$ cat src/hdl/pfba_pkg.sv
package pfba_pkg;

	localparam int unsigned BITMAP_BYTES_DEF = 4096;
	localparam int unsigned PAGE_SHIFT_DEF   = 12;

	// request selector
	localparam logic [1:0] FN_INIT  = 2'd0;
	localparam logic [1:0] FN_FREE  = 2'd1;
	localparam logic [1:0] FN_ALLOC = 2'd2;

	// result status
	localparam logic [1:0] ST_OK       = 2'd0;
	localparam logic [1:0] ST_NO_FRAME = 2'd1;
	localparam logic [1:0] ST_BEYOND   = 2'd2;

	// register map, indexed by paddr[2]
	localparam int unsigned PADDR_W    = 3;
	localparam logic        REG_KSTART = 1'b0;
	localparam logic        REG_KCOUNT = 1'b1;

	localparam logic [31:0] KSTART_RESET = 32'h0010_0000;
	localparam logic [15:0] KCOUNT_RESET = 16'h0000;

	typedef struct packed {
		logic [31:0] kernel_start_address;
		logic [15:0] kernel_frame_count;
	} cfg_t;

	function automatic int unsigned num_words(input int unsigned bytes);
		return (bytes * 8 + 31) / 32;
	endfunction

	function automatic int unsigned word_aw(input int unsigned bytes);
		return (num_words(bytes) > 1) ? $clog2(num_words(bytes)) : 1;
	endfunction

endpackage

$ cat src/hdl/pfba_if.sv
interface pfba_req_if;
	logic        valid;
	logic        ready;
	logic [1:0]  func;
	logic [31:0] phys_addr;

	modport source (output valid, output func, output phys_addr, input ready);
	modport sink   (input valid, input func, input phys_addr, output ready);
endinterface

interface pfba_rsp_if;
	logic        valid;
	logic        ready;
	logic [31:0] frame_address;
	logic [1:0]  status;

	modport source (output valid, output frame_address, output status, input ready);
	modport sink   (input valid, input frame_address, input status, output ready);
endinterface

$ cat src/hdl/pfba_ctrl.sv
module pfba_ctrl #(
	parameter int unsigned BITMAP_BYTES = pfba_pkg::BITMAP_BYTES_DEF,
	parameter int unsigned PAGE_SHIFT   = pfba_pkg::PAGE_SHIFT_DEF,
	parameter int unsigned WORD_AW      = pfba_pkg::word_aw(BITMAP_BYTES)
) (
	input  logic               clk,
	input  logic               arst_n,
	input  pfba_pkg::cfg_t     cfg,
	pfba_req_if.sink           req,
	pfba_rsp_if.source         rsp,
	output logic               mem_rd_en,
	output logic [WORD_AW-1:0] mem_rd_addr,
	input  logic [31:0]        mem_rd_data,
	output logic               mem_wr_en,
	output logic [WORD_AW-1:0] mem_wr_addr,
	output logic [31:0]        mem_wr_data
);
	import pfba_pkg::*;

	localparam int unsigned NUM_FRAMES = BITMAP_BYTES * 8;
	localparam int unsigned NUM_WORDS  = num_words(BITMAP_BYTES);
	localparam int unsigned LAST_BITS  = NUM_FRAMES - 32 * (NUM_WORDS - 1);
	localparam logic [31:0] LAST_MASK  =
		(LAST_BITS >= 32) ? 32'hFFFF_FFFF : 32'((64'd1 << LAST_BITS) - 64'd1);
	localparam logic [WORD_AW-1:0] LAST_WORD = WORD_AW'(NUM_WORDS - 1);
	localparam int unsigned START_W = 32 - PAGE_SHIFT;
	localparam int unsigned FN_W    = WORD_AW + 5;
	localparam int unsigned CW      = ((START_W > FN_W) ? START_W : FN_W) + 2;

	typedef enum logic [2:0] {
		S_CLEAR,
		S_IDLE,
		S_INIT,
		S_FREE_RD,
		S_FREE_WR,
		S_SCAN,
		S_DONE
	} state_t;

	state_t             state_q;
	logic [WORD_AW-1:0] idx_q;
	logic               iss_more_q;
	logic [4:0]         bit_q;
	logic [WORD_AW-1:0] idx_s1;
	logic               chk_vld_s1;
	logic [31:0]        res_addr_q;
	logic [1:0]         res_status_q;
	logic               out_valid_q;
	logic [31:0]        out_addr_q;
	logic [1:0]         out_status_q;

	// ones in bit positions below n, n in 0..32
	function automatic logic [31:0] ones_below(input logic [5:0] n);
		return n[5] ? 32'hFFFF_FFFF : ((32'd1 << n[4:0]) - 32'd1);
	endfunction

	function automatic logic [31:0] word_mask(input logic [WORD_AW-1:0] w);
		return (w == LAST_WORD) ? LAST_MASK : 32'hFFFF_FFFF;
	endfunction

	// init mask for the word under sweep
	logic [CW-1:0] base, kstart, kend, d_lo, d_hi;
	logic [5:0]    lo, hi;
	logic [31:0]   init_mask;

	always_comb begin
		base   = CW'({idx_q, 5'd0});
		kstart = CW'(cfg.kernel_start_address >> PAGE_SHIFT);
		kend   = kstart + CW'(cfg.kernel_frame_count);
		d_lo   = kstart - base;
		d_hi   = kend - base;
		if (kstart <= base)
			lo = 6'd0;
		else if (d_lo >= CW'(32))
			lo = 6'd32;
		else
			lo = {1'b0, d_lo[4:0]};
		if (kend <= base)
			hi = 6'd0;
		else if (d_hi >= CW'(32))
			hi = 6'd32;
		else
			hi = {1'b0, d_hi[4:0]};
		init_mask = ones_below(hi) & ~ones_below(lo) & word_mask(idx_q);
	end

	// first-fit search on the word just read; padding bits count as used
	logic [31:0]     used;
	logic            has_free;
	logic [4:0]      free_bit;
	logic [FN_W-1:0] fnum;
	logic [31:0]     alloc_addr;

	always_comb begin
		used     = mem_rd_data | ~word_mask(idx_s1);
		has_free = ~&used;
		free_bit = 5'd0;
		for (int i = 31; i >= 0; i--) begin
			if (!used[i])
				free_bit = 5'(i);
		end
		fnum       = {idx_s1, free_bit};
		alloc_addr = 32'(fnum) << PAGE_SHIFT;
	end

	// free request decode
	logic [31:0] fr_full;
	logic        fr_beyond;

	assign fr_full   = req.phys_addr >> PAGE_SHIFT;
	assign fr_beyond = fr_full >= 32'(NUM_FRAMES);

	always_comb begin
		mem_rd_en   = 1'b0;
		mem_rd_addr = idx_q;
		mem_wr_en   = 1'b0;
		mem_wr_addr = idx_q;
		mem_wr_data = '0;
		case (state_q)
			S_CLEAR: begin
				mem_wr_en = 1'b1;
			end
			S_INIT: begin
				mem_wr_en   = 1'b1;
				mem_wr_data = init_mask;
			end
			S_FREE_RD: begin
				mem_rd_en = 1'b1;
			end
			S_FREE_WR: begin
				mem_wr_en   = 1'b1;
				mem_wr_data = mem_rd_data & ~(32'd1 << bit_q);
			end
			S_SCAN: begin
				mem_rd_en = iss_more_q;
				if (chk_vld_s1 && has_free) begin
					mem_wr_en   = 1'b1;
					mem_wr_addr = idx_s1;
					mem_wr_data = mem_rd_data | (32'd1 << free_bit);
				end
			end
			default: ;
		endcase
	end

	assign req.ready         = (state_q == S_IDLE);
	assign rsp.valid         = out_valid_q;
	assign rsp.frame_address = out_addr_q;
	assign rsp.status        = out_status_q;

	always_ff @(posedge clk or negedge arst_n) begin
		if (!arst_n) begin
			state_q     <= S_CLEAR;
			idx_q       <= '0;
			iss_more_q  <= 1'b0;
			chk_vld_s1  <= 1'b0;
			out_valid_q <= 1'b0;
		end else begin
			chk_vld_s1 <= mem_rd_en;
			idx_s1     <= idx_q;
			// in S_DONE the output register is reloaded below instead
			if (out_valid_q && rsp.ready && state_q != S_DONE)
				out_valid_q <= 1'b0;
			case (state_q)
				S_CLEAR: begin
					if (idx_q == LAST_WORD) begin
						idx_q   <= '0;
						state_q <= S_IDLE;
					end else begin
						idx_q <= idx_q + WORD_AW'(1);
					end
				end
				S_IDLE: begin
					if (req.valid) begin
						res_addr_q <= '0;
						case (req.func)
							FN_INIT: begin
								res_status_q <= ST_OK;
								idx_q        <= '0;
								state_q      <= S_INIT;
							end
							FN_FREE: begin
								if (fr_beyond) begin
									res_status_q <= ST_BEYOND;
									idx_q        <= '0;
									state_q      <= S_DONE;
								end else begin
									res_status_q <= ST_OK;
									idx_q        <= fr_full[FN_W-1:5];
									bit_q        <= fr_full[4:0];
									state_q      <= S_FREE_RD;
								end
							end
							FN_ALLOC: begin
								res_status_q <= ST_OK;
								idx_q        <= '0;
								iss_more_q   <= 1'b1;
								state_q      <= S_SCAN;
							end
							default: begin
								res_status_q <= ST_OK;
								idx_q        <= '0;
								state_q      <= S_DONE;
							end
						endcase
					end
				end
				S_INIT: begin
					idx_q <= idx_q + WORD_AW'(1);
					if (idx_q == LAST_WORD)
						state_q <= S_DONE;
				end
				S_FREE_RD: state_q <= S_FREE_WR;
				S_FREE_WR: state_q <= S_DONE;
				S_SCAN: begin
					if (iss_more_q)
						idx_q <= idx_q + WORD_AW'(1);
					if (chk_vld_s1 && (has_free || idx_s1 == LAST_WORD)) begin
						if (has_free)
							res_addr_q <= alloc_addr;
						else
							res_status_q <= ST_NO_FRAME;
						iss_more_q <= 1'b0;
						state_q    <= S_DONE;
					end else if (iss_more_q && idx_q == LAST_WORD) begin
						iss_more_q <= 1'b0;
					end
				end
				S_DONE: begin
					if (!out_valid_q || rsp.ready) begin
						out_valid_q  <= 1'b1;
						out_addr_q   <= res_addr_q;
						out_status_q <= res_status_q;
						state_q      <= S_IDLE;
					end
				end
				default: state_q <= S_IDLE;
			endcase
		end
	end

endmodule

$ cat src/flat_wrapper.sv
// flat-port wrapper written by rule: the top's interface ports become plain ports
module pfba_ctrl_flat import pfba_pkg::*;
#(
	parameter int unsigned BITMAP_BYTES = pfba_pkg::BITMAP_BYTES_DEF,
	parameter int unsigned PAGE_SHIFT   = pfba_pkg::PAGE_SHIFT_DEF,
	parameter int unsigned WORD_AW      = pfba_pkg::word_aw(BITMAP_BYTES)
)
  (clk, arst_n, cfg, mem_rd_en, mem_rd_addr, mem_rd_data, mem_wr_en, mem_wr_addr, mem_wr_data, req_valid, req_func, req_phys_addr, req_ready, rsp_valid, rsp_frame_address, rsp_status, rsp_ready);
  pfba_req_if req_i ();
  pfba_rsp_if rsp_i ();
  input  logic clk;
  input  logic arst_n;
  input  pfba_pkg::cfg_t cfg;
  output logic mem_rd_en;
  output logic [WORD_AW-1:0] mem_rd_addr;
  input  logic [31:0] mem_rd_data;
  output logic mem_wr_en;
  output logic [WORD_AW-1:0] mem_wr_addr;
  output logic [31:0] mem_wr_data;
  input wire logic [$bits(req_i.valid)-1:0] req_valid;
  input wire logic [$bits(req_i.func)-1:0] req_func;
  input wire logic [$bits(req_i.phys_addr)-1:0] req_phys_addr;
  output wire logic [$bits(req_i.ready)-1:0] req_ready;
  output wire logic [$bits(rsp_i.valid)-1:0] rsp_valid;
  output wire logic [$bits(rsp_i.frame_address)-1:0] rsp_frame_address;
  output wire logic [$bits(rsp_i.status)-1:0] rsp_status;
  input wire logic [$bits(rsp_i.ready)-1:0] rsp_ready;
  assign req_i.valid = req_valid;
  assign req_i.func = req_func;
  assign req_i.phys_addr = req_phys_addr;
  assign req_ready = req_i.ready;
  assign rsp_valid = rsp_i.valid;
  assign rsp_frame_address = rsp_i.frame_address;
  assign rsp_status = rsp_i.status;
  assign rsp_i.ready = rsp_ready;
  pfba_ctrl #(.BITMAP_BYTES(BITMAP_BYTES), .PAGE_SHIFT(PAGE_SHIFT), .WORD_AW(WORD_AW)) u_core (.clk(clk), .arst_n(arst_n), .cfg(cfg), .req(req_i), .rsp(rsp_i), .mem_rd_en(mem_rd_en), .mem_rd_addr(mem_rd_addr), .mem_rd_data(mem_rd_data), .mem_wr_en(mem_wr_en), .mem_wr_addr(mem_wr_addr), .mem_wr_data(mem_wr_data));
endmodule
$ cat config.mk
export PLATFORM = sky130hd
export DESIGN_NAME = pfba_ctrl_flat
export DESIGN_NICKNAME = d
export VERILOG_FILES = /design/src/hdl/pfba_pkg.sv /design/src/hdl/pfba_if.sv /design/src/hdl/pfba_ctrl.sv /design/src/flat_wrapper.sv
export SDC_FILE = /design/constraint.sdc
export NUM_CORES = 1
export LEC_CHECK = 0
export ABC_AREA = 1
export BUFFER_PORTS_ARGS = -buffer_cell sky130_fd_sc_hd__buf_2
export CORE_ASPECT_RATIO = 1.2
export CORE_MARGIN = 8
export CORE_UTILIZATION = 57
export CTS_CLUSTER_SIZE = 30
export DETAILED_ROUTE_END_ITERATION = 10
export PLACE_DENSITY = 0.91
export SLEW_MARGIN = 0
export SYNTH_ARGS = -nofsm -noshare
export SYNTH_HDL_FRONTEND = slang
export SYNTH_SLANG_ARGS = --single-unit
$ cat constraint.sdc
create_clock -name clk -period 10.1 [get_ports clk]
set_clock_uncertainty 0.2 [all_clocks]
set_input_delay 2.02 -clock clk [delete_from_list [all_inputs] [get_ports clk]]
set_output_delay 2.02 -clock clk [all_outputs]
set_load 0.02 [all_outputs]
==> reports/qor.txt <==
outcome: finished, final reports clean
vias per inst: 6.02
Final period util: 0.953
grt peak-use layer: met2
max-slew headroom at the worst pin: 0.308
global-route wire length before repair: 54500 um
vias in the first global route: 11200
Arr. time, crit path: 7410 ps
IO Pins: 208
post-synthesis sequential area ratio: 0.192
maximum vdd ir drop: 0.115 mV
Final #Nets: 1902
synthesized area per cell: 6.14 um2
Peak Freq: 104 MHz
GRT overflow: 0
Yosys warnings: 0
Place WS: 389 ps
area grow syn2layout: 13.1%
Post-DP HPWL: 27600 um
Inserted Diodes: 0
CTS root buffer: clkbuf_16
Fin. Hold Viols: 0
max_cap viols: 0
peak per-stage delay on the critical path: 410 ps
via count: 11800
row count: 52
Pleak: 0.00554 uW
die area: 21600 um2
height of the die: 159 um
post-route cell area: 11000 um2
Finished Layout Cells: 1963
ANT nets after route: 0
Core ar.: 16900 um2
Routed wire per std cell: 17.5 um
Pre-antenna DRT Iters: 6
Worst Hold Class: flop to flop
asr flop ratio synth: 0.246
GR Util met2: 0.513
slowest CP cell: fa_1
setup slack after layout: 472 ps
met3 Resource Use GR: 0.0404
crit path capture type: output port
CTS buffer count: 9
I/O Buffers: 166
CTS tree: built
initial antenna violation count: 0
Worst path most repeated cell: nand2_1
Synth Instances: 1591
Synth cell types: 64
kind of critical path: input port to output port
Period minus WS final: 9630 ps
CP startpoint kind: input port
GRT Util Overall: 0.305
pwr dens: 174 nW/um2
DR iter-0 viols: 1211
later-pin clock latency in the skew report: 330 ps
Initial Utilization: 0.580
clk buf depth: 2
final core occ: 0.656
most common cell after layout, fill and taps aside: nand2_1
H-tree Lvls: 3
Post-synth EDFFs: 49
drt total wl: 34300 um
clock tree sinks: 65
Clock Pin Slew Worst Setup and Hold Paths: 50 ps
Placer Congestion: 1.05
largest net degree at the start of global routing: 39
most frequent cells in the layout: nand2_1 (421), nor2_1 (217), buf_2 (166)
met1 usage: 0.377
Critical Path RT: 7880 ps
synthesized area: 9770 um2
dpl cells: 1945
Slew @ Worst Pin: 1030 ps
DP Area: 10700 um2
DRC viols: 0
layout cells sized above 1: 0.169
Post-synth top flop: edfxtp_1
Max Slew Vio Count: 0
RSZ-0062 raised after global routing: true
critical path peak fanout: 12
setup violators final: 0
Synth Register Bits: 65
die width: 135 um
-- power breakdown --
part,internal (uW),switching (uW)
Clock,198,113
Sequential,367,56.5
Combinational,387,802
-- metrics by stage --
stage | total power, uW | hold slack [ps] | setup TNS (ps)
after floorplan | 1260 | 200 | 0
after global placement | 1550 | 201 | 0
after detailed placement | 1580 | 205 | 0
after CTS | 1900 | 216 | 0
after global routing | 2060 | 227 | -4.42
final | 1920 | 215 | 0
-- repair_timing --
action / 4_1_cts / 5_1_grt
buffers inserted: 0 / 1
endpoints found under the setup margin: 0 / 8
gates resized for setup: 0 / 5
hold endpoints to repair: 0 / 0
hold buffers: 0 / 0
-- cells in the mapped netlist (all sizes together), types with 2 or more instances --
library cell | number | area (um2)
a21boi | 7 | 63.8
a21o | 4 | 30.0
a21oi | 67 | 347
a221oi | 5 | 43.8
a31oi | 22 | 138
a32oi | 6 | 52.6
and2 | 2 | 12.5
and3 | 2 | 12.5
buf | 32 | 235
clkbuf | 27 | 101
clkinv | 3 | 11.3
dfrtp | 16 | 400
edfxtp | 49 | 1470
fa | 3 | 60.1
ha | 39 | 488
inv | 171 | 642
nand2 | 434 | 1670
nand3 | 139 | 751
nand3b | 4 | 33.8
nand4 | 109 | 719
nor2 | 241 | 1040
nor3 | 48 | 309
nor4 | 16 | 106
o2111ai | 2 | 17.5
o211ai | 7 | 52.6
o21a | 2 | 15.0
o21ai | 64 | 347
o21bai | 11 | 82.6
o22ai | 2 | 12.5
o311ai | 3 | 26.3
o31ai | 2 | 15.0
or2 | 4 | 25.0
xnor2 | 16 | 140
xor2 | 26 | 250
-- state kept, by name, indices dropped and copies added (netlist names), 2 cells and up --
name,cells
u_core.res_addr_q,15
u_core.rsp.status,2
u_core.mem_rd_addr,10
u_core.bit_q,5
u_core.idx_s1,10
u_core.state_q,3
u_core.rsp.frame_address,15
u_core.res_status_q,2
-- critical path, delay by kind of cell --
| family | cells | cell delay (ps) |
|---|---|---|
| AO/OA/AOI/OAI | 1 | 120 |
| XOR/XNOR | 2 | 260 |
| adder cells (fa/ha/maj) | 4 | 1240 |
| buffers and inverters | 3 | 430 |
| AND/OR/NAND/NOR | 28 | 3330 |
-- final cells by class --
cell class              instances  area (um2)
flip-flops and latches         65        1870
inverters                     174         653
repair buffers                182         951
multi-input cells            1310        7000
clock inverters                 6        65.1
clock buffers                  10         239
fillers                      1567        5800
well taps                     216         270
-- path summary, 6_finish.rpt --
| kind | startpoint | end | slack [ps] | depth (start not counted) |
|---|---|---|---|---|
| min in group asynchronous | arst_n | u_core.mem_rd_addr[6] | 1530 | 1 |
| max reg2reg | u_core.mem_rd_addr[0] | u_core.mem_rd_addr[5] | 7090 | 14 |
| max in group asynchronous | arst_n | u_core.state_q[1] | 7710 | 1 |
| min | u_core.res_status_q[1] | u_core.rsp.status[1] | 210 | 0 |
| max | cfg[28] | mem_wr_data[30] | 470 | 38 |
| min reg2reg | u_core.res_status_q[1] | u_core.rsp.status[1] | 210 | 0 |
-- layer usage --
| metal | vias to the layer above | part of all wire |
|---|---|---|
| met3 | 121 | 0.094 |
| met1 | 5350 | 0.39 |
| met5 | - | 0 |
| met4 | 0 | 0.042 |
| li1 | 5683 | - |
| met2 | 669 | 0.47 |
-- logic make-up after synthesis --
family / Yosys count / share of synthesized area
other: 1 / 0.000384
DFF: 65 / 0.192
and+or+nand+nor: 1000 / 0.480
buffers and inverters: 233 / 0.101
adders and majority gates: 42 / 0.0561
xor gates and xnor gates: 42 / 0.0400
AOI/OAI and AO/OA: 208 / 0.131
Note: power is estimated with default switching activity, not from simulation.
