==> src/hdl/pfba_pkg.sv <==
package pfba_pkg;

	localparam int unsigned BITMAP_BYTES_DEF = 4096;
	localparam int unsigned PAGE_SHIFT_DEF   = 12;

	// request selector
	localparam logic [1:0] FN_INIT  = 2'd0;
	localparam logic [1:0] FN_FREE  = 2'd1;
	localparam logic [1:0] FN_ALLOC = 2'd2;

	// result status
	localparam logic [1:0] ST_OK       = 2'd0;
	localparam logic [1:0] ST_NO_FRAME = 2'd1;
	localparam logic [1:0] ST_BEYOND   = 2'd2;

	// register map, indexed by paddr[2]
	localparam int unsigned PADDR_W    = 3;
	localparam logic        REG_KSTART = 1'b0;
	localparam logic        REG_KCOUNT = 1'b1;

	localparam logic [31:0] KSTART_RESET = 32'h0010_0000;
	localparam logic [15:0] KCOUNT_RESET = 16'h0000;

	typedef struct packed {
		logic [31:0] kernel_start_address;
		logic [15:0] kernel_frame_count;
	} cfg_t;

	function automatic int unsigned num_words(input int unsigned bytes);
		return (bytes * 8 + 31) / 32;
	endfunction

	function automatic int unsigned word_aw(input int unsigned bytes);
		return (num_words(bytes) > 1) ? $clog2(num_words(bytes)) : 1;
	endfunction

endpackage

==> src/hdl/pfba_regs.sv <==
module pfba_regs (
	input  logic                         clk,
	input  logic                         arst_n,
	input  logic                         psel,
	input  logic                         penable,
	input  logic                         pwrite,
	input  logic [pfba_pkg::PADDR_W-1:0] paddr,
	input  logic [31:0]                  pwdata,
	output logic [31:0]                  prdata,
	output logic                         pready,
	output pfba_pkg::cfg_t               cfg
);
	import pfba_pkg::*;

	cfg_t cfg_q;
	logic wr_beat;
	logic reg_sel;

	assign pready  = 1'b1;
	assign wr_beat = psel & penable & pwrite;
	assign reg_sel = paddr[2];
	assign cfg     = cfg_q;

	always_ff @(posedge clk or negedge arst_n) begin
		if (!arst_n) begin
			cfg_q.kernel_start_address <= KSTART_RESET;
			cfg_q.kernel_frame_count   <= KCOUNT_RESET;
		end else if (wr_beat) begin
			case (reg_sel)
				REG_KSTART: cfg_q.kernel_start_address <= pwdata;
				REG_KCOUNT: cfg_q.kernel_frame_count   <= pwdata[15:0];
				default: ;
			endcase
		end
	end

	always_comb begin
		case (reg_sel)
			REG_KSTART: prdata = cfg_q.kernel_start_address;
			REG_KCOUNT: prdata = {16'd0, cfg_q.kernel_frame_count};
			default:    prdata = '0;
		endcase
	end

endmodule

==> config.mk <==
export PLATFORM = sky130hd
export DESIGN_NAME = pfba_regs
export DESIGN_NICKNAME = d
export VERILOG_FILES = /design/src/hdl/pfba_pkg.sv /design/src/hdl/pfba_regs.sv
export SDC_FILE = /design/constraint.sdc
export NUM_CORES = 1
export LEC_CHECK = 0
export BUFFER_PORTS_ARGS = -buffer_cell sky130_fd_sc_hd__clkbuf_2
export CAP_MARGIN = 5
export CORE_ASPECT_RATIO = 1.4
export CORE_MARGIN = 5
export CORE_UTILIZATION = 40
export DETAILED_ROUTE_END_ITERATION = 16
export GPL_TIMING_DRIVEN = 1
export PLACE_DENSITY = 0.86
export REMOVE_ABC_BUFFERS = 1
export SLEW_MARGIN = 0
export SYNTH_ARGS = -nofsm -noshare
export SYNTH_HDL_FRONTEND = slang
export SYNTH_SLANG_ARGS = --single-unit
==> constraint.sdc <==
create_clock -name clk -period 0.8 [get_ports clk]
set_input_delay 0.04 -clock clk [delete_from_list [all_inputs] [get_ports clk]]
set_output_delay 0.04 -clock clk [all_outputs]
set_load 0.05 [all_outputs]
==> flow_summary.html, run 1 <==
<table>
<tr><th>Metric</th><th>Value</th></tr>
<tr><th colspan="2">Synthesis</th></tr>
<tr><td>Post-Synthesis Cell Area</td><td>about 2300 sq um</td></tr>
<tr><td>Leading post-synthesis cells by cell area</td><td>sky130_fd_sc_hd__dfrtp_1, sky130_fd_sc_hd__mux2_4, sky130_fd_sc_hd__mux2_2</td></tr>
<tr><td>Yosys top cell by area</td><td>sky130_fd_sc_hd__dfrtp_1</td></tr>
<tr><td>Count of state elements after synthesis</td><td>48</td></tr>
<tr><td>Share of the yosys chip area belonging to registers</td><td>53.2%</td></tr>
<tr><td>Yosys cell types</td><td>12</td></tr>
<tr><td>Share of Yosys cell area claimed by the top area cell type</td><td>52.0%</td></tr>
<tr><td>Gate count after technology mapping</td><td>140</td></tr>
<tr><td>Number of warnings issued by yosys</td><td>0</td></tr>
<tr><td>Synth Area per Inst</td><td>16.2 sq um</td></tr>
<tr><th colspan="2">Outcome</th></tr>
<tr><td>Status</td><td>stopped before the end</td></tr>
<tr><td>Terminating stage of the flow</td><td>5_1_grt</td></tr>
<tr><td>Error text reported by the tool</td><td>[ERROR DPL-0038] Utilization greater than 100%, impossible to legalize</td></tr>
<tr><th colspan="2">Floorplanning</th></tr>
<tr><td>Number of cell rows</td><td>32</td></tr>
<tr><td>Io pins</td><td>121</td></tr>
<tr><td>Effective utilization at floorplan</td><td>40.9%</td></tr>
<tr><td>Die extent in x</td><td>73.6 microns</td></tr>
<tr><td>Die Ht</td><td>99.0 microns</td></tr>
<tr><th colspan="2">Clock network</th></tr>
<tr><td>Clock Path Buffers</td><td>2</td></tr>
<tr><td>Clock buffer count from CTS</td><td>5</td></tr>
<tr><td>H-tree level count</td><td>2</td></tr>
<tr><td>TritonCTS sink count</td><td>48</td></tr>
<tr><td>Clock Tree Root</td><td>sky130_fd_sc_hd__clkbuf_8</td></tr>
<tr><th colspan="2">Placement</th></tr>
<tr><td>Last weighted congestion value of the routability-driven placer</td><td>about 0.77</td></tr>
<tr><td>Worst-case setup slack after placement</td><td>-422 ps</td></tr>
<tr><td>IO Port Bufs</td><td>117</td></tr>
<tr><td>Half-perimeter wire length after detailed placement</td><td>4570 microns</td></tr>
<tr><th colspan="2">STA</th></tr>
<tr><td>Worst-path endpoint category</td><td>top-level output</td></tr>
<tr><td>GRT repair_timing worst endpoint</td><td>prdata[20]</td></tr>
<tr><th colspan="2">Global route</th></tr>
<tr><td>Pin count of the biggest net entering global routing</td><td>49</td></tr>
</table>
==> stage by stage <==
step           cell area, sq um  TNS (ps)  hold slack [ps]  instances
2_1_floorplan              2180    -31540             -256        131
3_3_place_gp               3260    -18850             47.1        357
3_5_place_dp               3260    -19620             50.7        357
4_1_cts                    5170    -24920             1.13        412
==> cell usage after synthesis (all sizes together) <==
library cell	n
mux2	64
dfrtp	47
nor2b	16
buf	8
clkbuf	1
conb	1
dfstp	1
nand4	1
nand4b	1
==> cell families after synthesis <==
| group | count (synthesis) | share of synthesized area (%) |
|---|---|---|
| buf+inv | 9 | 3.43 |
| flops | 48 | 53.2 |
| mux | 64 | 36.8 |
| other cells | 1 | 0.166 |
| simple gates | 18 | 6.42 |
==> repair_timing <==
action	in CTS
hold buffers	32
endpoints found under the setup margin	112
setup buffers	21
hold endpoints to repair	93
gates resized for setup	265
==> inputs of run 2 (changes only) <==
--- a/config.mk
+++ b/config.mk
@@ -7,12 +7,11 @@
 export LEC_CHECK = 0
 export BUFFER_PORTS_ARGS = -buffer_cell sky130_fd_sc_hd__clkbuf_2
 export CAP_MARGIN = 5
-export CORE_ASPECT_RATIO = 1.4
 export CORE_MARGIN = 5
 export CORE_UTILIZATION = 40
 export DETAILED_ROUTE_END_ITERATION = 16
 export GPL_TIMING_DRIVEN = 1
-export PLACE_DENSITY = 0.86
+export PLACE_DENSITY_LB_ADDON = 0.15
 export REMOVE_ABC_BUFFERS = 1
 export SLEW_MARGIN = 0
 export SYNTH_ARGS = -nofsm -noshare
==> constraint.sdc (replaced) <==
create_clock -name clk -period 1.04 [get_ports clk]
set_input_delay 0.052 -clock clk [delete_from_list [all_inputs] [get_ports clk]]
set_output_delay 0.052 -clock clk [all_outputs]
set_load 0.05 [all_outputs]
==> run 2 against run 1 <==
Compared with the run above: the flow now finishes, with violations (negative setup slack); area after synthesis did not move; synthesized cell count stayed put.
==> flow_summary.html, run 2 <==
<table>
<tr><th>Metric</th><th>Value</th></tr>
<tr><th colspan="2">Synthesis</th></tr>
<tr><td>Gate count after technology mapping</td><td>140 (unchanged)</td></tr>
<tr><td>Synth Area per Inst</td><td>16.2 sq um (unchanged)</td></tr>
<tr><td>Primary flip-flop cell chosen by synthesis mapping</td><td>sky130_fd_sc_hd__dfrtp_1</td></tr>
<tr><td>Combinational family with the most area after synthesis</td><td>multiplexers</td></tr>
<tr><td>Most frequent cells after synthesis</td><td>sky130_fd_sc_hd__dfrtp_1, sky130_fd_sc_hd__mux2_2, sky130_fd_sc_hd__mux2_4, sky130_fd_sc_hd__nor2b_1, sky130_fd_sc_hd__buf_6</td></tr>
<tr><td>Share of Yosys cell area claimed by the top area cell type</td><td>52.0% (unchanged)</td></tr>
<tr><td>Number of warnings issued by yosys</td><td>0 (unchanged)</td></tr>
<tr><td>Async set or reset register ratio after synthesis</td><td>100% (unchanged)</td></tr>
<tr><td>Yosys top cell by area</td><td>sky130_fd_sc_hd__dfrtp_1</td></tr>
<tr><td>Count of state elements after synthesis</td><td>48 (unchanged)</td></tr>
<tr><td>Leading post-synthesis cells by cell area</td><td>sky130_fd_sc_hd__dfrtp_1, sky130_fd_sc_hd__mux2_4, sky130_fd_sc_hd__mux2_2</td></tr>
<tr><td>Post-synthesis adder-cell area fraction</td><td>0% (unchanged)</td></tr>
<tr><td>Post-Synthesis Cell Area</td><td>2260 sq um (unchanged)</td></tr>
<tr><td>Most instantiated library cell after synthesis</td><td>sky130_fd_sc_hd__dfrtp_1</td></tr>
<tr><td>Yosys cell types</td><td>12 (unchanged)</td></tr>
<tr><td>Xor/xnor share of the synthesized area</td><td>0% (unchanged)</td></tr>
<tr><td>Share of the yosys chip area belonging to registers</td><td>53.2% (unchanged)</td></tr>
<tr><td>Simple-gate share of the synthesized area</td><td>6.42% (unchanged)</td></tr>
<tr><td>Mux cell area share after synthesis</td><td>36.8% (unchanged)</td></tr>
<tr><td>Compound-Gate Fraction of Synth Area</td><td>0% (unchanged)</td></tr>
<tr><td>Number of enable-type register cells in the synthesized netlist</td><td>0 (unchanged)</td></tr>
<tr><th colspan="2">Critical path</th></tr>
<tr><td>Largest driver fanout on the critical path</td><td>2</td></tr>
<tr><td>Crit path kind</td><td>reg2out</td></tr>
<tr><td>Nature of the critical path startpoint</td><td>flop</td></tr>
<tr><td>Register-to-register path setup slack</td><td>0 ps</td></tr>
<tr><td>R2r endpoint</td><td>cfg[46]$_DFFE_PN0P_</td></tr>
<tr><td>FF-to-FF path depth</td><td>3</td></tr>
<tr><td>Reg-to-Reg Start</td><td>cfg[46]$_DFFE_PN0P_</td></tr>
<tr><td>WP data required</td><td>990 ps</td></tr>
<tr><td>CP arrival</td><td>1170 ps</td></tr>
<tr><td>Kind of end point of the critical path</td><td>output pin</td></tr>
<tr><td>Launch point of the critical path</td><td>cfg[27]$_DFFE_PN0P_</td></tr>
<tr><th colspan="2">Worst hold path</th></tr>
<tr><td>Number of cells on the worst hold path</td><td>2</td></tr>
<tr><td>Endpoint with the worst hold slack</td><td>cfg[5]$_DFFE_PN0P_</td></tr>
<tr><td>Path class of the lowest-slack min-delay path</td><td>in2reg</td></tr>
<tr><td>Hold Path Origin</td><td>pwdata[5]</td></tr>
<tr><th colspan="2">Cells and area</th></tr>
<tr><td>Max reg flops</td><td>48</td></tr>
<tr><td>Post-layout nets</td><td>~390</td></tr>
<tr><td>Fraction of final layout cells with drive strength greater than 1</td><td>around 77%</td></tr>
<tr><td>Growth of design area from synthesis to finish</td><td>118%</td></tr>
<tr><td>Utilization after layout</td><td>approximately nine tenths</td></tr>
<tr><td>Antenna diodes</td><td>0</td></tr>
<tr><td>Final Instance Area</td><td>4940 sq um</td></tr>
<tr><td>Count of filler cells inserted in the layout</td><td>200</td></tr>
<tr><td>Highest-count cells in the layout ignoring fill and taps</td><td>sky130_fd_sc_hd__dfrtp_1, sky130_fd_sc_hd__mux2_4, sky130_fd_sc_hd__buf_8, sky130_fd_sc_hd__clkbuf_2</td></tr>
<tr><td>Most common cell after layout, fill and taps aside</td><td>sky130_fd_sc_hd__dfrtp_1</td></tr>
<tr><td>Count of placed standard cells in the final layout, fillers left out</td><td>418</td></tr>
<tr><th colspan="2">Placement</th></tr>
<tr><td>Last weighted congestion value of the routability-driven placer</td><td>0.715 (-7.1%)</td></tr>
<tr><td>IO Port Bufs</td><td>117 (unchanged)</td></tr>
<tr><td>Half-perimeter wire length after detailed placement</td><td>3820 microns (-16%)</td></tr>
<tr><td>Cell Area, Placed</td><td>3050 sq um (-6.5%)</td></tr>
<tr><td>Placed instance count</td><td>334 (-6.4%)</td></tr>
<tr><td>Worst-case setup slack after placement</td><td>-23.2 ps (+398 ps)</td></tr>
<tr><th colspan="2">STA</th></tr>
<tr><td>Setup skew after layout</td><td>0 ps</td></tr>
<tr><td>Crit path setup slack, layout</td><td>-177 ps</td></tr>
<tr><td>Finish-stage setup viols</td><td>46</td></tr>
<tr><td>Max Fclk</td><td>slightly above 0.8 GHz</td></tr>
<tr><td>Post-layout minimum cycle time</td><td>1220 ps</td></tr>
<tr><td>Final-report max-slew violation count</td><td>0</td></tr>
<tr><td>Part of the cycle the worst path needs</td><td>117%</td></tr>
<tr><td>Hold slack</td><td>8.93 ps</td></tr>
<tr><td>Unrepaired setup endpoints after global routing</td><td>yes</td></tr>
<tr><td>Final total negative setup slack</td><td>-3390 ps</td></tr>
<tr><td>Final hold violation count</td><td>0</td></tr>
<tr><th colspan="2">Clock network</th></tr>
<tr><td>Clock tree from TritonCTS</td><td>yes</td></tr>
<tr><td>TritonCTS sink count</td><td>48 (unchanged)</td></tr>
<tr><td>H-tree level count</td><td>2 (unchanged)</td></tr>
<tr><td>Clock Path Buffers</td><td>2 (unchanged)</td></tr>
<tr><td>Clock Tree Root</td><td>sky130_fd_sc_hd__clkbuf_8</td></tr>
<tr><td>Later-pin clock latency in the skew report</td><td>290 ps</td></tr>
<tr><td>Clock buffer count from CTS</td><td>5 (unchanged)</td></tr>
<tr><td>Clock transition at the register clock pins on the worst setup and hold paths after CTS</td><td>90 ps</td></tr>
<tr><th colspan="2">Pwr</th></tr>
<tr><td>Internal power</td><td>6.53 mW</td></tr>
<tr><td>Net switching share of the total power</td><td>40.8%</td></tr>
<tr><td>IR drop worst, VDD</td><td>1.50 mV</td></tr>
<tr><td>PD cells</td><td>approximately 2200 nW/um^2</td></tr>
<tr><td>Leakage power of the design</td><td>2.51 nW</td></tr>
<tr><td>Logic pwr share</td><td>62.6%</td></tr>
<tr><td>Psw</td><td>4.51 mW</td></tr>
<tr><td>Total chip power</td><td>11.0 mW</td></tr>
<tr><td>Part of the total power dissipated in sequential elements</td><td>a little under a quarter</td></tr>
<tr><td>Fraction of power consumed by the clock network</td><td>13.4%</td></tr>
<tr><th colspan="2">Routing</th></tr>
<tr><td>Drc violations</td><td>0</td></tr>
<tr><td>Initial detailed-routing violation count</td><td>61</td></tr>
<tr><td>Remaining antenna violation count after routing</td><td>0</td></tr>
<tr><td>Detailed-routing iteration count for the pre-antenna-repair pass</td><td>4</td></tr>
<tr><td>Routed wire length per instance</td><td>approximately 20 microns</td></tr>
<tr><td>Vias per cell</td><td>4.82</td></tr>
<tr><td>Number of vias after detailed routing</td><td>a little over 2000</td></tr>
<tr><td>DRT Wirelength</td><td>8500 microns</td></tr>
<tr><th colspan="2">Floorplanning</th></tr>
<tr><td>Number of cell rows</td><td>27 (-16%)</td></tr>
<tr><td>Effective utilization at floorplan</td><td>41.1% (+0.14 points)</td></tr>
<tr><td>Die area</td><td>~7300 sq um</td></tr>
<tr><td>Die extent in x</td><td>85.2 microns (+16%)</td></tr>
<tr><td>Die Ht</td><td>85.2 microns (-14%)</td></tr>
<tr><td>Io pins</td><td>121 (unchanged)</td></tr>
<tr><td>Placeable core region</td><td>approximately 5500 sq um</td></tr>
<tr><th colspan="2">Global route</th></tr>
<tr><td>Pin count of the biggest net entering global routing</td><td>49</td></tr>
<tr><td>Total global routing track utilization</td><td>20.7%</td></tr>
<tr><td>Global route total overflow</td><td>0</td></tr>
<tr><td>Antenna violations before repair</td><td>0</td></tr>
<tr><td>First-pass GRT wire length</td><td>11900 microns</td></tr>
<tr><td>Vias in the first global route</td><td>around 2200</td></tr>
<tr><th colspan="2">Flow run</th></tr>
<tr><td>Max_cap viols</td><td>0</td></tr>
<tr><th colspan="2">Outcome</th></tr>
<tr><td>Status</td><td>finished, violations left</td></tr>
<tr><td>Violated checks</td><td>negative setup slack</td></tr>
</table>
run 2: final cells by class:
cell class	count	area [sq um]	area share [%]
repair buffers	207	2360	47.9
flip-flops and latches	48	1200	24.4
multi-input cells	83	1150	23.4
clock buffers	7	96.3	1.95
well taps	72	90.1	1.82
clock inverters	1	30.0	0.608
run 2: worst max-delay path by stage:
stage / to / slack (ps) / cells after the start
after global routing: prdata[1] / -210 / 2
after detailed placement: cfg[23]$_DFFE_PN0P_ / -20 / 4
after floorplan: prdata[20] / -460 / 1
after global placement: cfg[23]$_DFFE_PN0P_ / 0.5 / 4
after CTS: prdata[6] / -170 / 2
final: prdata[11] / -180 / 2
run 2: timing repair:
item / in CTS / in global routing
hold buffers: 31 / 0
hold endpoints to repair: 88 / 0
gates cloned: 0 / 0
gates resized for setup: 169 / 117
setup buffers: 39 / 10
endpoints found under the setup margin: 40 / 79
run 2: critical path, cell delays in order, from the launching register on:
cell,delay (ps)
sky130_fd_sc_hd__dfrtp_1,410
sky130_fd_sc_hd__mux2_4,300
sky130_fd_sc_hd__buf_8,150
run 2: power groups by stage:
stage,clock (mW),sequential [mW],combinational (mW)
2_1_floorplan,0,4.05,1.66
3_3_place_gp,0,2.61,4.12
3_5_place_dp,0,2.62,4.13
4_1_cts,1.49,2.54,6.14
5_1_grt,1.57,2.70,7.12
6_report,1.48,2.65,6.91
run 2: per-layer routing:
| layer | track usage [%] | wire, microns | vias up | part of all wire [%] |
|---|---|---|---|---|
| li1 | - | - | 895 | - |
| met1 | 23.7 | 3150 | 1016 | 37 |
| met2 | 37.5 | 4610 | 91 | 54 |
| met3 | 5.92 | 591 | 13 | 7.0 |
| met4 | 5.47 | 151 | 0 | 1.8 |
| met5 | 0 | 0 | - | 0 |
run 2: cell families (layout without fill, tap and decap cells):
kind of cell,after synthesis,count (layout)
buffers and inverters,9,215
flip-flops,48,48
multiplexers,64,64
other,1,1
AND/OR/NAND/NOR,18,18
No activity file was read; power rests on OpenSTA's default activity.
